File: config.mk
export PLATFORM = sky130hd
export DESIGN_NAME = bankers_safety_check_core_flat
export DESIGN_NICKNAME = d
export VERILOG_FILES = /design/src/sv/bsc_pkg.sv /design/src/sv/bsc_in_if.sv /design/src/sv/bsc_out_if.sv /design/src/sv/bsc_pair_mem.sv /design/src/sv/bankers_safety_check_core.sv /design/src/flat_wrapper.sv
export SDC_FILE = /design/constraint.sdc
export NUM_CORES = 2
export LEC_CHECK = 0
export BUFFER_PORTS_ARGS = -buffer_cell sky130_fd_sc_hd__buf_2
export CORE_ASPECT_RATIO = 0.7
export CORE_MARGIN = 1.5
export CORE_UTILIZATION = 53
export CTS_CLUSTER_SIZE = 12
export DETAILED_ROUTE_END_ITERATION = 12
export GPL_ROUTABILITY_DRIVEN = 0
export GPL_TIMING_DRIVEN = 1
export PLACE_DENSITY = 0.68
export SLEW_MARGIN = 20
export SYNTH_ARGS = -nofsm -noshare
export SYNTH_HDL_FRONTEND = slang
export SYNTH_HIERARCHICAL = 1
export SYNTH_MEMORY_MAX_BITS = 65536
export SYNTH_SLANG_ARGS = --single-unit
File: constraint.sdc
create_clock -name clk -period 6 [get_ports clk]
set_input_delay 1.5 -clock clk [delete_from_list [all_inputs] [get_ports clk]]
set_output_delay 1.5 -clock clk [all_outputs]
set_load 0.05 [all_outputs]
File: src/sv/bsc_pkg.sv
// shared field widths, codes and configuration constants of the safety check
`default_nettype none

package bsc_pkg;

    // field widths of the request and result channels
    localparam int ACTION_W   = 2;
    localparam int PROC_IDX_W = 4;
    localparam int RES_IDX_W  = 3;
    localparam int VALUE_W    = 16;
    localparam int PID_W      = 4;

    // configuration port
    localparam int CFG_IDX_W  = 1;
    localparam int CFG_DATA_W = 5;
    localparam int NP_CFG_W   = 5;
    localparam int NR_CFG_W   = 4;

    localparam logic [CFG_IDX_W-1:0] CFG_NUM_PROCESSES = 1'b0;
    localparam logic [CFG_IDX_W-1:0] CFG_NUM_RESOURCES = 1'b1;

    localparam logic [NP_CFG_W-1:0] NP_CFG_RESET = 5'd16;
    localparam logic [NR_CFG_W-1:0] NR_CFG_RESET = 4'd8;

    // request codes
    typedef enum logic [ACTION_W-1:0] {
        ACT_LOAD_AVAIL = 2'd0,
        ACT_LOAD_PROC  = 2'd1,
        ACT_CHECK      = 2'd2
    } action_t;

endpackage

`default_nettype wire

File: src/sv/bsc_in_if.sv
// request channel: loads and safety check requests
`default_nettype none

interface bsc_in_if
    import bsc_pkg::*;
();
    logic                  valid;
    logic                  ready;
    logic [ACTION_W-1:0]   action;
    logic [PROC_IDX_W-1:0] process_index;
    logic [RES_IDX_W-1:0]  resource_index;
    logic [VALUE_W-1:0]    avail_value;
    logic [VALUE_W-1:0]    max_value;
    logic [VALUE_W-1:0]    alloc_value;

    modport source (
        output valid, action, process_index, resource_index,
               avail_value, max_value, alloc_value,
        input  ready
    );

    modport sink (
        input  valid, action, process_index, resource_index,
               avail_value, max_value, alloc_value,
        output ready
    );
endinterface

`default_nettype wire

File: src/sv/bsc_out_if.sv
// result channel: safe sequence entries or the unsafe verdict
`default_nettype none

interface bsc_out_if
    import bsc_pkg::*;
();
    logic             valid;
    logic             ready;
    logic             is_safe;
    logic [PID_W-1:0] process_id;
    logic             last;

    modport source (
        output valid, is_safe, process_id, last,
        input  ready
    );

    modport sink (
        input  valid, is_safe, process_id, last,
        output ready
    );
endinterface

`default_nettype wire

File: src/sv/bsc_pair_mem.sv
// store of maximum and allocation pairs with one write port and a registered read port
`default_nettype none

module bsc_pair_mem #(
    parameter int DEPTH  = 128,
    parameter int ADDR_W = 7,
    parameter int DATA_W = 32
) (
    input  wire logic              clk,
    input  wire logic              we,
    input  wire logic [ADDR_W-1:0] waddr,
    input  wire logic [DATA_W-1:0] wdata,
    input  wire logic [ADDR_W-1:0] raddr,
    output logic      [DATA_W-1:0] rdata
);

    logic [DATA_W-1:0] mem_reg [DEPTH];
    logic [DATA_W-1:0] rdata_reg;

    // write on load, read every cycle
    always_ff @(posedge clk)
    begin
        if (we)
        begin
            mem_reg[waddr] <= wdata;
        end
        rdata_reg <= mem_reg[raddr];
    end

    assign rdata = rdata_reg;

endmodule

`default_nettype wire

File: src/sv/bankers_safety_check_core.sv
// top level of the deadlock-avoidance safety check
`default_nettype none

// Deadlock-avoidance safety check. Load requests (available amount, or a
// process's maximum and allocation for one resource) and unused request
// codes are taken while idle and give no result. A check request copies the
// available vector into the work vector and walks the unfinished processes
// in index order, pass after pass, until all are finished (safe) or a pass
// finishes nobody (unsafe). One compare/add unit and the maximum/allocation
// store set the pace: each process visit begins with a select step, every
// resource tested takes a store read, then a compare, a process that fits
// takes a further store read and add per resource to add its allocation
// into work, and each pass end takes one more select step. Results then go
// out one per cycle while the sink is ready: np results with the safe
// sequence, or a single result with is_safe clear. The block takes no
// request from the check request until its last result is taken.

module bankers_safety_check_core
    import bsc_pkg::*;
#(
    parameter int MAX_PROCESSES = 16,
    parameter int MAX_RESOURCES = 8,
    parameter int VALUE_BITS    = 16
) (
    input  wire logic                  clk,
    input  wire logic                  rst_n,
    input  wire logic                  cfg_we,
    input  wire logic [CFG_IDX_W-1:0]  cfg_index,
    input  wire logic [CFG_DATA_W-1:0] cfg_data,
    bsc_in_if.sink                     item,
    bsc_out_if.source                  result
);

    localparam int PW  = (MAX_PROCESSES > 1) ? $clog2(MAX_PROCESSES) : 1;
    localparam int CW  = $clog2(MAX_PROCESSES + 1);
    localparam int RW  = (MAX_RESOURCES > 1) ? $clog2(MAX_RESOURCES) : 1;
    localparam int RCW = $clog2(MAX_RESOURCES + 1);
    localparam int MEM_DEPTH = MAX_PROCESSES * MAX_RESOURCES;
    localparam int AW  = (MEM_DEPTH > 1) ? $clog2(MEM_DEPTH) : 1;
    localparam int WB  = VALUE_BITS + $clog2(MAX_PROCESSES + 1);

    typedef enum logic [6:0] {
        ST_IDLE     = 7'b0000001,
        ST_SELECT   = 7'b0000010,
        ST_READ     = 7'b0000100,
        ST_TEST     = 7'b0001000,
        ST_ADD_READ = 7'b0010000,
        ST_ADD      = 7'b0100000,
        ST_EMIT     = 7'b1000000
    } state_t;

    // control registers
    state_t                   state_reg, state_next;
    logic [CW-1:0]            p_reg, p_next;
    logic [RW-1:0]            r_reg, r_next;
    logic [PW-1:0]            k_reg, k_next;
    logic [CW-1:0]            count_reg, count_next;
    logic                     found_reg, found_next;
    logic                     safe_reg, safe_next;
    logic [MAX_PROCESSES-1:0] done_reg, done_next;
    logic [NP_CFG_W-1:0]      np_cfg_reg;
    logic [NR_CFG_W-1:0]      nr_cfg_reg;

    // payload stores
    logic [VALUE_BITS-1:0]    avail_reg [MAX_RESOURCES];
    logic [WB-1:0]            work_reg  [MAX_RESOURCES];
    logic [PW-1:0]            seq_reg   [MAX_PROCESSES];

    logic [CW-1:0]            np_eff;
    logic [RCW-1:0]           nr_eff;
    logic                     r_last;
    logic                     k_last;
    logic                     accept;
    logic                     avail_we;
    logic                     mem_we;
    logic                     work_load;
    logic                     work_add;
    logic                     seq_we;
    logic [AW-1:0]            mem_waddr;
    logic [AW-1:0]            mem_raddr;
    logic [2*VALUE_BITS-1:0]  mem_wdata;
    logic [2*VALUE_BITS-1:0]  mem_rdata;
    logic [VALUE_BITS-1:0]    max_d;
    logic [VALUE_BITS-1:0]    alloc_d;
    logic [VALUE_BITS-1:0]    need_d;
    logic                     exceed;

    // configuration registers
    always_ff @(posedge clk or negedge rst_n)
    begin
        if (!rst_n)
        begin
            np_cfg_reg <= NP_CFG_RESET;
            nr_cfg_reg <= NR_CFG_RESET;
        end
        else if (cfg_we)
        begin
            if (cfg_index == CFG_NUM_PROCESSES)
            begin
                np_cfg_reg <= cfg_data[NP_CFG_W-1:0];
            end
            else if (cfg_index == CFG_NUM_RESOURCES)
            begin
                nr_cfg_reg <= cfg_data[NR_CFG_W-1:0];
            end
        end
    end

    // clamp the counts in use to between one and the built sizes
    always_comb
    begin
        if (np_cfg_reg == '0)
            np_eff = CW'(1);
        else if (32'(np_cfg_reg) > MAX_PROCESSES)
            np_eff = CW'(MAX_PROCESSES);
        else
            np_eff = CW'(np_cfg_reg);

        if (nr_cfg_reg == '0)
            nr_eff = RCW'(1);
        else if (32'(nr_cfg_reg) > MAX_RESOURCES)
            nr_eff = RCW'(MAX_RESOURCES);
        else
            nr_eff = RCW'(nr_cfg_reg);
    end

    assign r_last = (RCW'(r_reg) == nr_eff - RCW'(1));
    assign k_last = (CW'(k_reg) == np_eff - CW'(1));

    // request decode while idle
    assign item.ready = (state_reg == ST_IDLE);
    assign accept     = item.valid && item.ready;
    assign avail_we   = accept && (item.action == ACT_LOAD_AVAIL)
                        && (32'(item.resource_index) < MAX_RESOURCES);
    assign mem_we     = accept && (item.action == ACT_LOAD_PROC)
                        && (32'(item.resource_index) < MAX_RESOURCES)
                        && (32'(item.process_index) < MAX_PROCESSES);
    assign work_load  = accept && (item.action == ACT_CHECK);

    assign mem_waddr = AW'(PW'(item.process_index)) * AW'(MAX_RESOURCES)
                       + AW'(RW'(item.resource_index));
    assign mem_wdata = {VALUE_BITS'(item.max_value), VALUE_BITS'(item.alloc_value)};
    assign mem_raddr = AW'(p_reg[PW-1:0]) * AW'(MAX_RESOURCES) + AW'(r_reg);

    bsc_pair_mem #(
        .DEPTH  (MEM_DEPTH),
        .ADDR_W (AW),
        .DATA_W (2 * VALUE_BITS)
    ) u_bsc_pair_mem (
        .clk   (clk),
        .we    (mem_we),
        .waddr (mem_waddr),
        .wdata (mem_wdata),
        .raddr (mem_raddr),
        .rdata (mem_rdata)
    );

    // shared compare unit: does the need (maximum minus allocation, zero if not positive) exceed work
    assign max_d   = mem_rdata[2*VALUE_BITS-1:VALUE_BITS];
    assign alloc_d = mem_rdata[VALUE_BITS-1:0];
    assign need_d  = max_d - alloc_d;
    assign exceed  = (max_d > alloc_d) && (WB'(need_d) > work_reg[r_reg]);

    // sequencer
    always_comb
    begin
        state_next = state_reg;
        p_next     = p_reg;
        r_next     = r_reg;
        k_next     = k_reg;
        count_next = count_reg;
        found_next = found_reg;
        safe_next  = safe_reg;
        done_next  = done_reg;
        work_add   = 1'b0;
        seq_we     = 1'b0;

        unique case (state_reg)
            ST_IDLE:
            begin
                if (work_load)
                begin
                    p_next     = '0;
                    count_next = '0;
                    found_next = 1'b0;
                    done_next  = '0;
                    state_next = ST_SELECT;
                end
            end
            ST_SELECT:
            begin
                if (p_reg == np_eff)
                begin
                    // end of a pass
                    if (!found_reg)
                    begin
                        safe_next  = 1'b0;
                        k_next     = '0;
                        state_next = ST_EMIT;
                    end
                    else if (count_reg == np_eff)
                    begin
                        safe_next  = 1'b1;
                        k_next     = '0;
                        state_next = ST_EMIT;
                    end
                    else
                    begin
                        p_next     = '0;
                        found_next = 1'b0;
                    end
                end
                else if (done_reg[p_reg[PW-1:0]])
                begin
                    p_next = p_reg + CW'(1);
                end
                else
                begin
                    r_next     = '0;
                    state_next = ST_READ;
                end
            end
            ST_READ:
            begin
                state_next = ST_TEST;
            end
            ST_TEST:
            begin
                if (exceed)
                begin
                    p_next     = p_reg + CW'(1);
                    state_next = ST_SELECT;
                end
                else if (r_last)
                begin
                    r_next     = '0;
                    state_next = ST_ADD_READ;
                end
                else
                begin
                    r_next     = r_reg + RW'(1);
                    state_next = ST_READ;
                end
            end
            ST_ADD_READ:
            begin
                state_next = ST_ADD;
            end
            ST_ADD:
            begin
                work_add = 1'b1;
                if (r_last)
                begin
                    // process finishes: record it in the sequence
                    done_next[p_reg[PW-1:0]] = 1'b1;
                    seq_we     = 1'b1;
                    count_next = count_reg + CW'(1);
                    found_next = 1'b1;
                    p_next     = p_reg + CW'(1);
                    state_next = ST_SELECT;
                end
                else
                begin
                    r_next     = r_reg + RW'(1);
                    state_next = ST_ADD_READ;
                end
            end
            ST_EMIT:
            begin
                if (result.ready)
                begin
                    if (!safe_reg || k_last)
                        state_next = ST_IDLE;
                    else
                        k_next = k_reg + PW'(1);
                end
            end
            default:
            begin
                state_next = ST_IDLE;
            end
        endcase
    end

    // control state
    always_ff @(posedge clk or negedge rst_n)
    begin
        if (!rst_n)
        begin
            state_reg <= ST_IDLE;
            p_reg     <= '0;
            r_reg     <= '0;
            k_reg     <= '0;
            count_reg <= '0;
            found_reg <= 1'b0;
            safe_reg  <= 1'b0;
            done_reg  <= '0;
        end
        else
        begin
            state_reg <= state_next;
            p_reg     <= p_next;
            r_reg     <= r_next;
            k_reg     <= k_next;
            count_reg <= count_next;
            found_reg <= found_next;
            safe_reg  <= safe_next;
            done_reg  <= done_next;
        end
    end

    // available, work and sequence stores
    always_ff @(posedge clk)
    begin
        if (avail_we)
        begin
            avail_reg[RW'(item.resource_index)] <= VALUE_BITS'(item.avail_value);
        end
        if (work_load)
        begin
            for (int i = 0; i < MAX_RESOURCES; i++)
            begin
                work_reg[i] <= WB'(avail_reg[i]);
            end
        end
        else if (work_add)
        begin
            work_reg[r_reg] <= work_reg[r_reg] + WB'(alloc_d);
        end
        if (seq_we)
        begin
            seq_reg[count_reg[PW-1:0]] <= p_reg[PW-1:0];
        end
    end

    // result channel
    assign result.valid      = (state_reg == ST_EMIT);
    assign result.is_safe    = safe_reg;
    assign result.process_id = safe_reg ? PID_W'(seq_reg[k_reg]) : '0;
    assign result.last       = !safe_reg || k_last;

endmodule

`default_nettype wire

File: src/flat_wrapper.sv
// flat-port wrapper written by rule: the top's interface ports become plain ports
module bankers_safety_check_core_flat import bsc_pkg::*;
#(
    parameter int MAX_PROCESSES = 16,
    parameter int MAX_RESOURCES = 8,
    parameter int VALUE_BITS    = 16
)
  (clk, rst_n, cfg_we, cfg_index, cfg_data, item_valid, item_action, item_process_index, item_resource_index, item_avail_value, item_max_value, item_alloc_value, item_ready, result_valid, result_is_safe, result_process_id, result_last, result_ready);
  bsc_in_if item_i ();
  bsc_out_if result_i ();
  input  wire logic clk;
  input  wire logic rst_n;
  input  wire logic cfg_we;
  input  wire logic [CFG_IDX_W-1:0] cfg_index;
  input  wire logic [CFG_DATA_W-1:0] cfg_data;
  input wire logic [$bits(item_i.valid)-1:0] item_valid;
  input wire logic [$bits(item_i.action)-1:0] item_action;
  input wire logic [$bits(item_i.process_index)-1:0] item_process_index;
  input wire logic [$bits(item_i.resource_index)-1:0] item_resource_index;
  input wire logic [$bits(item_i.avail_value)-1:0] item_avail_value;
  input wire logic [$bits(item_i.max_value)-1:0] item_max_value;
  input wire logic [$bits(item_i.alloc_value)-1:0] item_alloc_value;
  output wire logic [$bits(item_i.ready)-1:0] item_ready;
  output wire logic [$bits(result_i.valid)-1:0] result_valid;
  output wire logic [$bits(result_i.is_safe)-1:0] result_is_safe;
  output wire logic [$bits(result_i.process_id)-1:0] result_process_id;
  output wire logic [$bits(result_i.last)-1:0] result_last;
  input wire logic [$bits(result_i.ready)-1:0] result_ready;
  assign item_i.valid = item_valid;
  assign item_i.action = item_action;
  assign item_i.process_index = item_process_index;
  assign item_i.resource_index = item_resource_index;
  assign item_i.avail_value = item_avail_value;
  assign item_i.max_value = item_max_value;
  assign item_i.alloc_value = item_alloc_value;
  assign item_ready = item_i.ready;
  assign result_valid = result_i.valid;
  assign result_is_safe = result_i.is_safe;
  assign result_process_id = result_i.process_id;
  assign result_last = result_i.last;
  assign result_i.ready = result_ready;
  bankers_safety_check_core #(.MAX_PROCESSES(MAX_PROCESSES), .MAX_RESOURCES(MAX_RESOURCES), .VALUE_BITS(VALUE_BITS)) u_core (.clk(clk), .rst_n(rst_n), .cfg_we(cfg_we), .cfg_index(cfg_index), .cfg_data(cfg_data), .item(item_i), .result(result_i));
endmodule
==> qor.yml <==
fin_crit_ns: 4.75
whs_path_depth: 2
async_flop_share: 0.0112
setup_viol: 0
sequential_cell_area_um2: 136000
rsz_0062_raised_after_global_routing: "no"
synth.area.mux_share: 0.182
placeableCoreArea_um2: 329000
core.rowCount: 176
final_net_count: 8006
grt_use_total: 0.272
cts_hold_repair.buffers: 0
r2r_slack_ns: 1.38
cpLargestDelayFamily: "flip-flops"
setup.worst_path.class: "reg2out"
postSynthNetCount: 7591
power.density_cell_area_nw_per_um2: 321
worst_ep_arrival_time_ns: 3.25
die_width_um: 691
pin_count_of_the_biggest_net_entering_global_routing: 140
clock_tree.htree_level_count: 5
cp_num_buf_inv: 1
worstMarginPinSlew_ns: 1.15
final.period_utilization: 0.791
flow.area_growth_from_synthesis_pct: 11.5
synth_top_cells_by_area: "sky130_fd_sc_hd__edfxtp_1, sky130_fd_sc_hd__mux4_2, sky130_fd_sc_hd__dfrtp_1, sky130_fd_sc_hd__nor2_1, sky130_fd_sc_hd__clkbuf_1"
sequential_cell_area_fraction_in_the_yosys_report: 0.774
start_util: 0.533
first_global_vias: 82496
timing.max_slew.rel_slack: 0.229
detail_route.vias_per_cell: 6.73
power.static_leakage_uw: 0.0585
main_combinational_cell_family_by_area_after_synthesis: "multiplexers"
detail-route-antenna-nets: 0
synth_edf_count: 4456
largest_register_ffs: 4096
synth_commonest_cells: "sky130_fd_sc_hd__edfxtp_1, sky130_fd_sc_hd__mux4_2, sky130_fd_sc_hd__nor2_1"
tns_ns: 0
syn_avg_cell_area_um2: 23.5
multi_input_area_um2: 38900
ys_warn_count: 6
die-area_um2: 334000
clkTransAtPathRegs_ns: 0.06
ff2ff_path_depth: 15
finalClockSkew_ns: 0.0588
placed_cells: 11801
dominantRegCellSynth: "sky130_fd_sc_hd__edfxtp_1"
final_hold_viol_count: 0
synth_most_common_cell: "sky130_fd_sc_hd__edfxtp_1"
drt-wirelength-per-cell_um: 36.7
synth-xor-area-share: 0.00230
worst_path_max_delay_cell: "sky130_fd_sc_hd__dfrtp_1"
cts_setup_buffers: 0
hold_start: "u_core/done_reg[14]$_DFFE_PN0P_"
cts_tree: "done"
synthAdderAreaFrac: 0.00451
place.detailed.hpwl_um: 261000
totalWireLength_um: 456000
data_required_time_of_the_critical_path_ns: 4.50
synth_compound_gate_area_share: 0.0123
status: "finished, final reports clean"
hold_path_class: "reg2reg"
crit_path_max_incr_delay_ns: 0.97
min_delay_worst_endpoint: "u_core/done_reg[14]$_DFFE_PN0P_"
drc: 0
synth.top_cell.area_share: 0.763
first_pass_iters: 8
synth_cell_types: 77
clock_tree.buffer_depth: 4
grt_remaining_overflow: 0
fmax_ghz: 0.211
cp-start-kind: "flip-flop"
timing.max_cap.violations: 0
io_pins: 76
worstReg2RegStart: "u_core/r_reg[0]$_DFFE_PN0P_"
fraction_of_final_layout_cells_with_drive_strength_greater_than_1: 0.304
path_common_cell: "sky130_fd_sc_hd__mux4_2"
via_count: 83648
grt_antenna_before_repair: 80
ir_worst_vdd_uv: 343
nFillCells: 22540
synthesis.instances: 7461
mappedNetlistArea_um2: 175000
clock_insertion_delay_worst_skew_ns: 0.95
numClockSinks: 4539
wire_length_of_the_first_global_routing_pass_um: 637000
synth_simple_gate_area_frac: 0.0153
timing.final.max_slew_violations: 0
cts-buffers-inserted: 433
synth_largest_area_cell: "sky130_fd_sc_hd__edfxtp_1"
finalNonFillerCells: 12425
buffer_type_at_the_clock_tree_root: "sky130_fd_sc_hd__clkbuf_16"
cp_max_fo: 20
crit_chain: "mux4_2 > mux4_2 > and2_1 > buf_2"
crit_path_end_kind: "output port"
drt_iter0_markers: 13092
post_cts_resize_count: 0
buffer_ports.inserted: 75
die_y_um: 484
synthesis_stage_register_bit_count: 4539
critical_path.reg2reg.endpoint: "u_core/work_reg[1][20]$_SDFFCE_PN0P_"
[report_power, final]
group	internal, µW	leakage [µW]	switching [µW]
logic	932	0.0117	2110
clock network	13400	0.00579	11000
registers	35000	0.0410	188
[layout make-up]
cell class	count	share of cell area
Timing Repair Buffer	361	0.0164
Sequential cell	4539	0.694
Clock buffer	555	0.0588
Multi-Input combinational cell	2485	0.199
Tap cell	4361	0.0279
Inverter	56	0.00108
Antenna cell	24	0.000307
Clock inverter	44	0.00223
[stage by stage]
stage	cell area [µm²]	utilization	worst slack [ns]	hold slack, ns	total power (µW)
floorplan	175000	-	0.983	0.457	37300
global placement	183000	0.558	1.34	0.471	38800
detailed placement	183000	0.558	1.27	0.485	38900
CTS	195000	0.594	0.824	0.499	63000
global route	195000	0.594	1.07	0.521	64300
finish	196000	0.594	1.25	0.496	62700
[how the worst max path moves through the flow]
stage	from	to	slack [ns]	cells past startpoint
2_1_floorplan	item_action[1]	u_core/u_bsc_pair_mem/mem_reg[98][0]$_DFFE_PP_	0.98	4
3_3_place_gp	item_action[1]	u_core/u_bsc_pair_mem/mem_reg[42][24]$_DFFE_PP_	1.34	8
5_1_grt	u_core/r_reg[0]$_DFFE_PN0P_	u_core/work_reg[4][20]$_SDFFCE_PN0P_	1.07	15
3_5_place_dp	item_action[1]	u_core/u_bsc_pair_mem/mem_reg[42][25]$_DFFE_PP_	1.27	8
4_1_cts	u_core/k_reg[0]$_DFFE_PN0P_	result_process_id[1]	0.82	4
6_report	u_core/k_reg[1]$_DFFE_PN0P_	result_process_id[0]	1.25	4
[layer usage]
layer  vias to the layer above  part of all wire  track usage
li1                      32611                 -            -
met1                     45086              0.39        0.410
met2                      5263              0.44        0.389
met3                       630              0.15       0.0962
met4                        58             0.022       0.0578
met5                         -           0.00084            0
[worst min-delay path: stages, from the launching register on]
cell                      delay [ns]
sky130_fd_sc_hd__dfrtp_1        0.34
sky130_fd_sc_hd__a31oi_1        0.04
sky130_fd_sc_hd__nor2_1         0.07
[cells in the final DEF, fill, tap and decap left out, drive strengths merged, types with 64 or more instances in the layout]
cell / count
nand2: 163
buf: 361
clkbuf: 555
nor2: 242
mux4: 1373
a22oi: 64
inv: 64
edfxtp: 4456
o21ai: 134
mux2: 75
[logic make-up after synthesis]
group | Yosys count
AO/OA/AOI/OAI | 337
XOR/XNOR | 46
adder cells (fa/ha/maj) | 62
buffers and inverters | 437
flip-flops | 4539
multiplexers | 1455
AND/OR/NAND/NOR | 585
No activity file was read; power rests on OpenSTA's default activity.
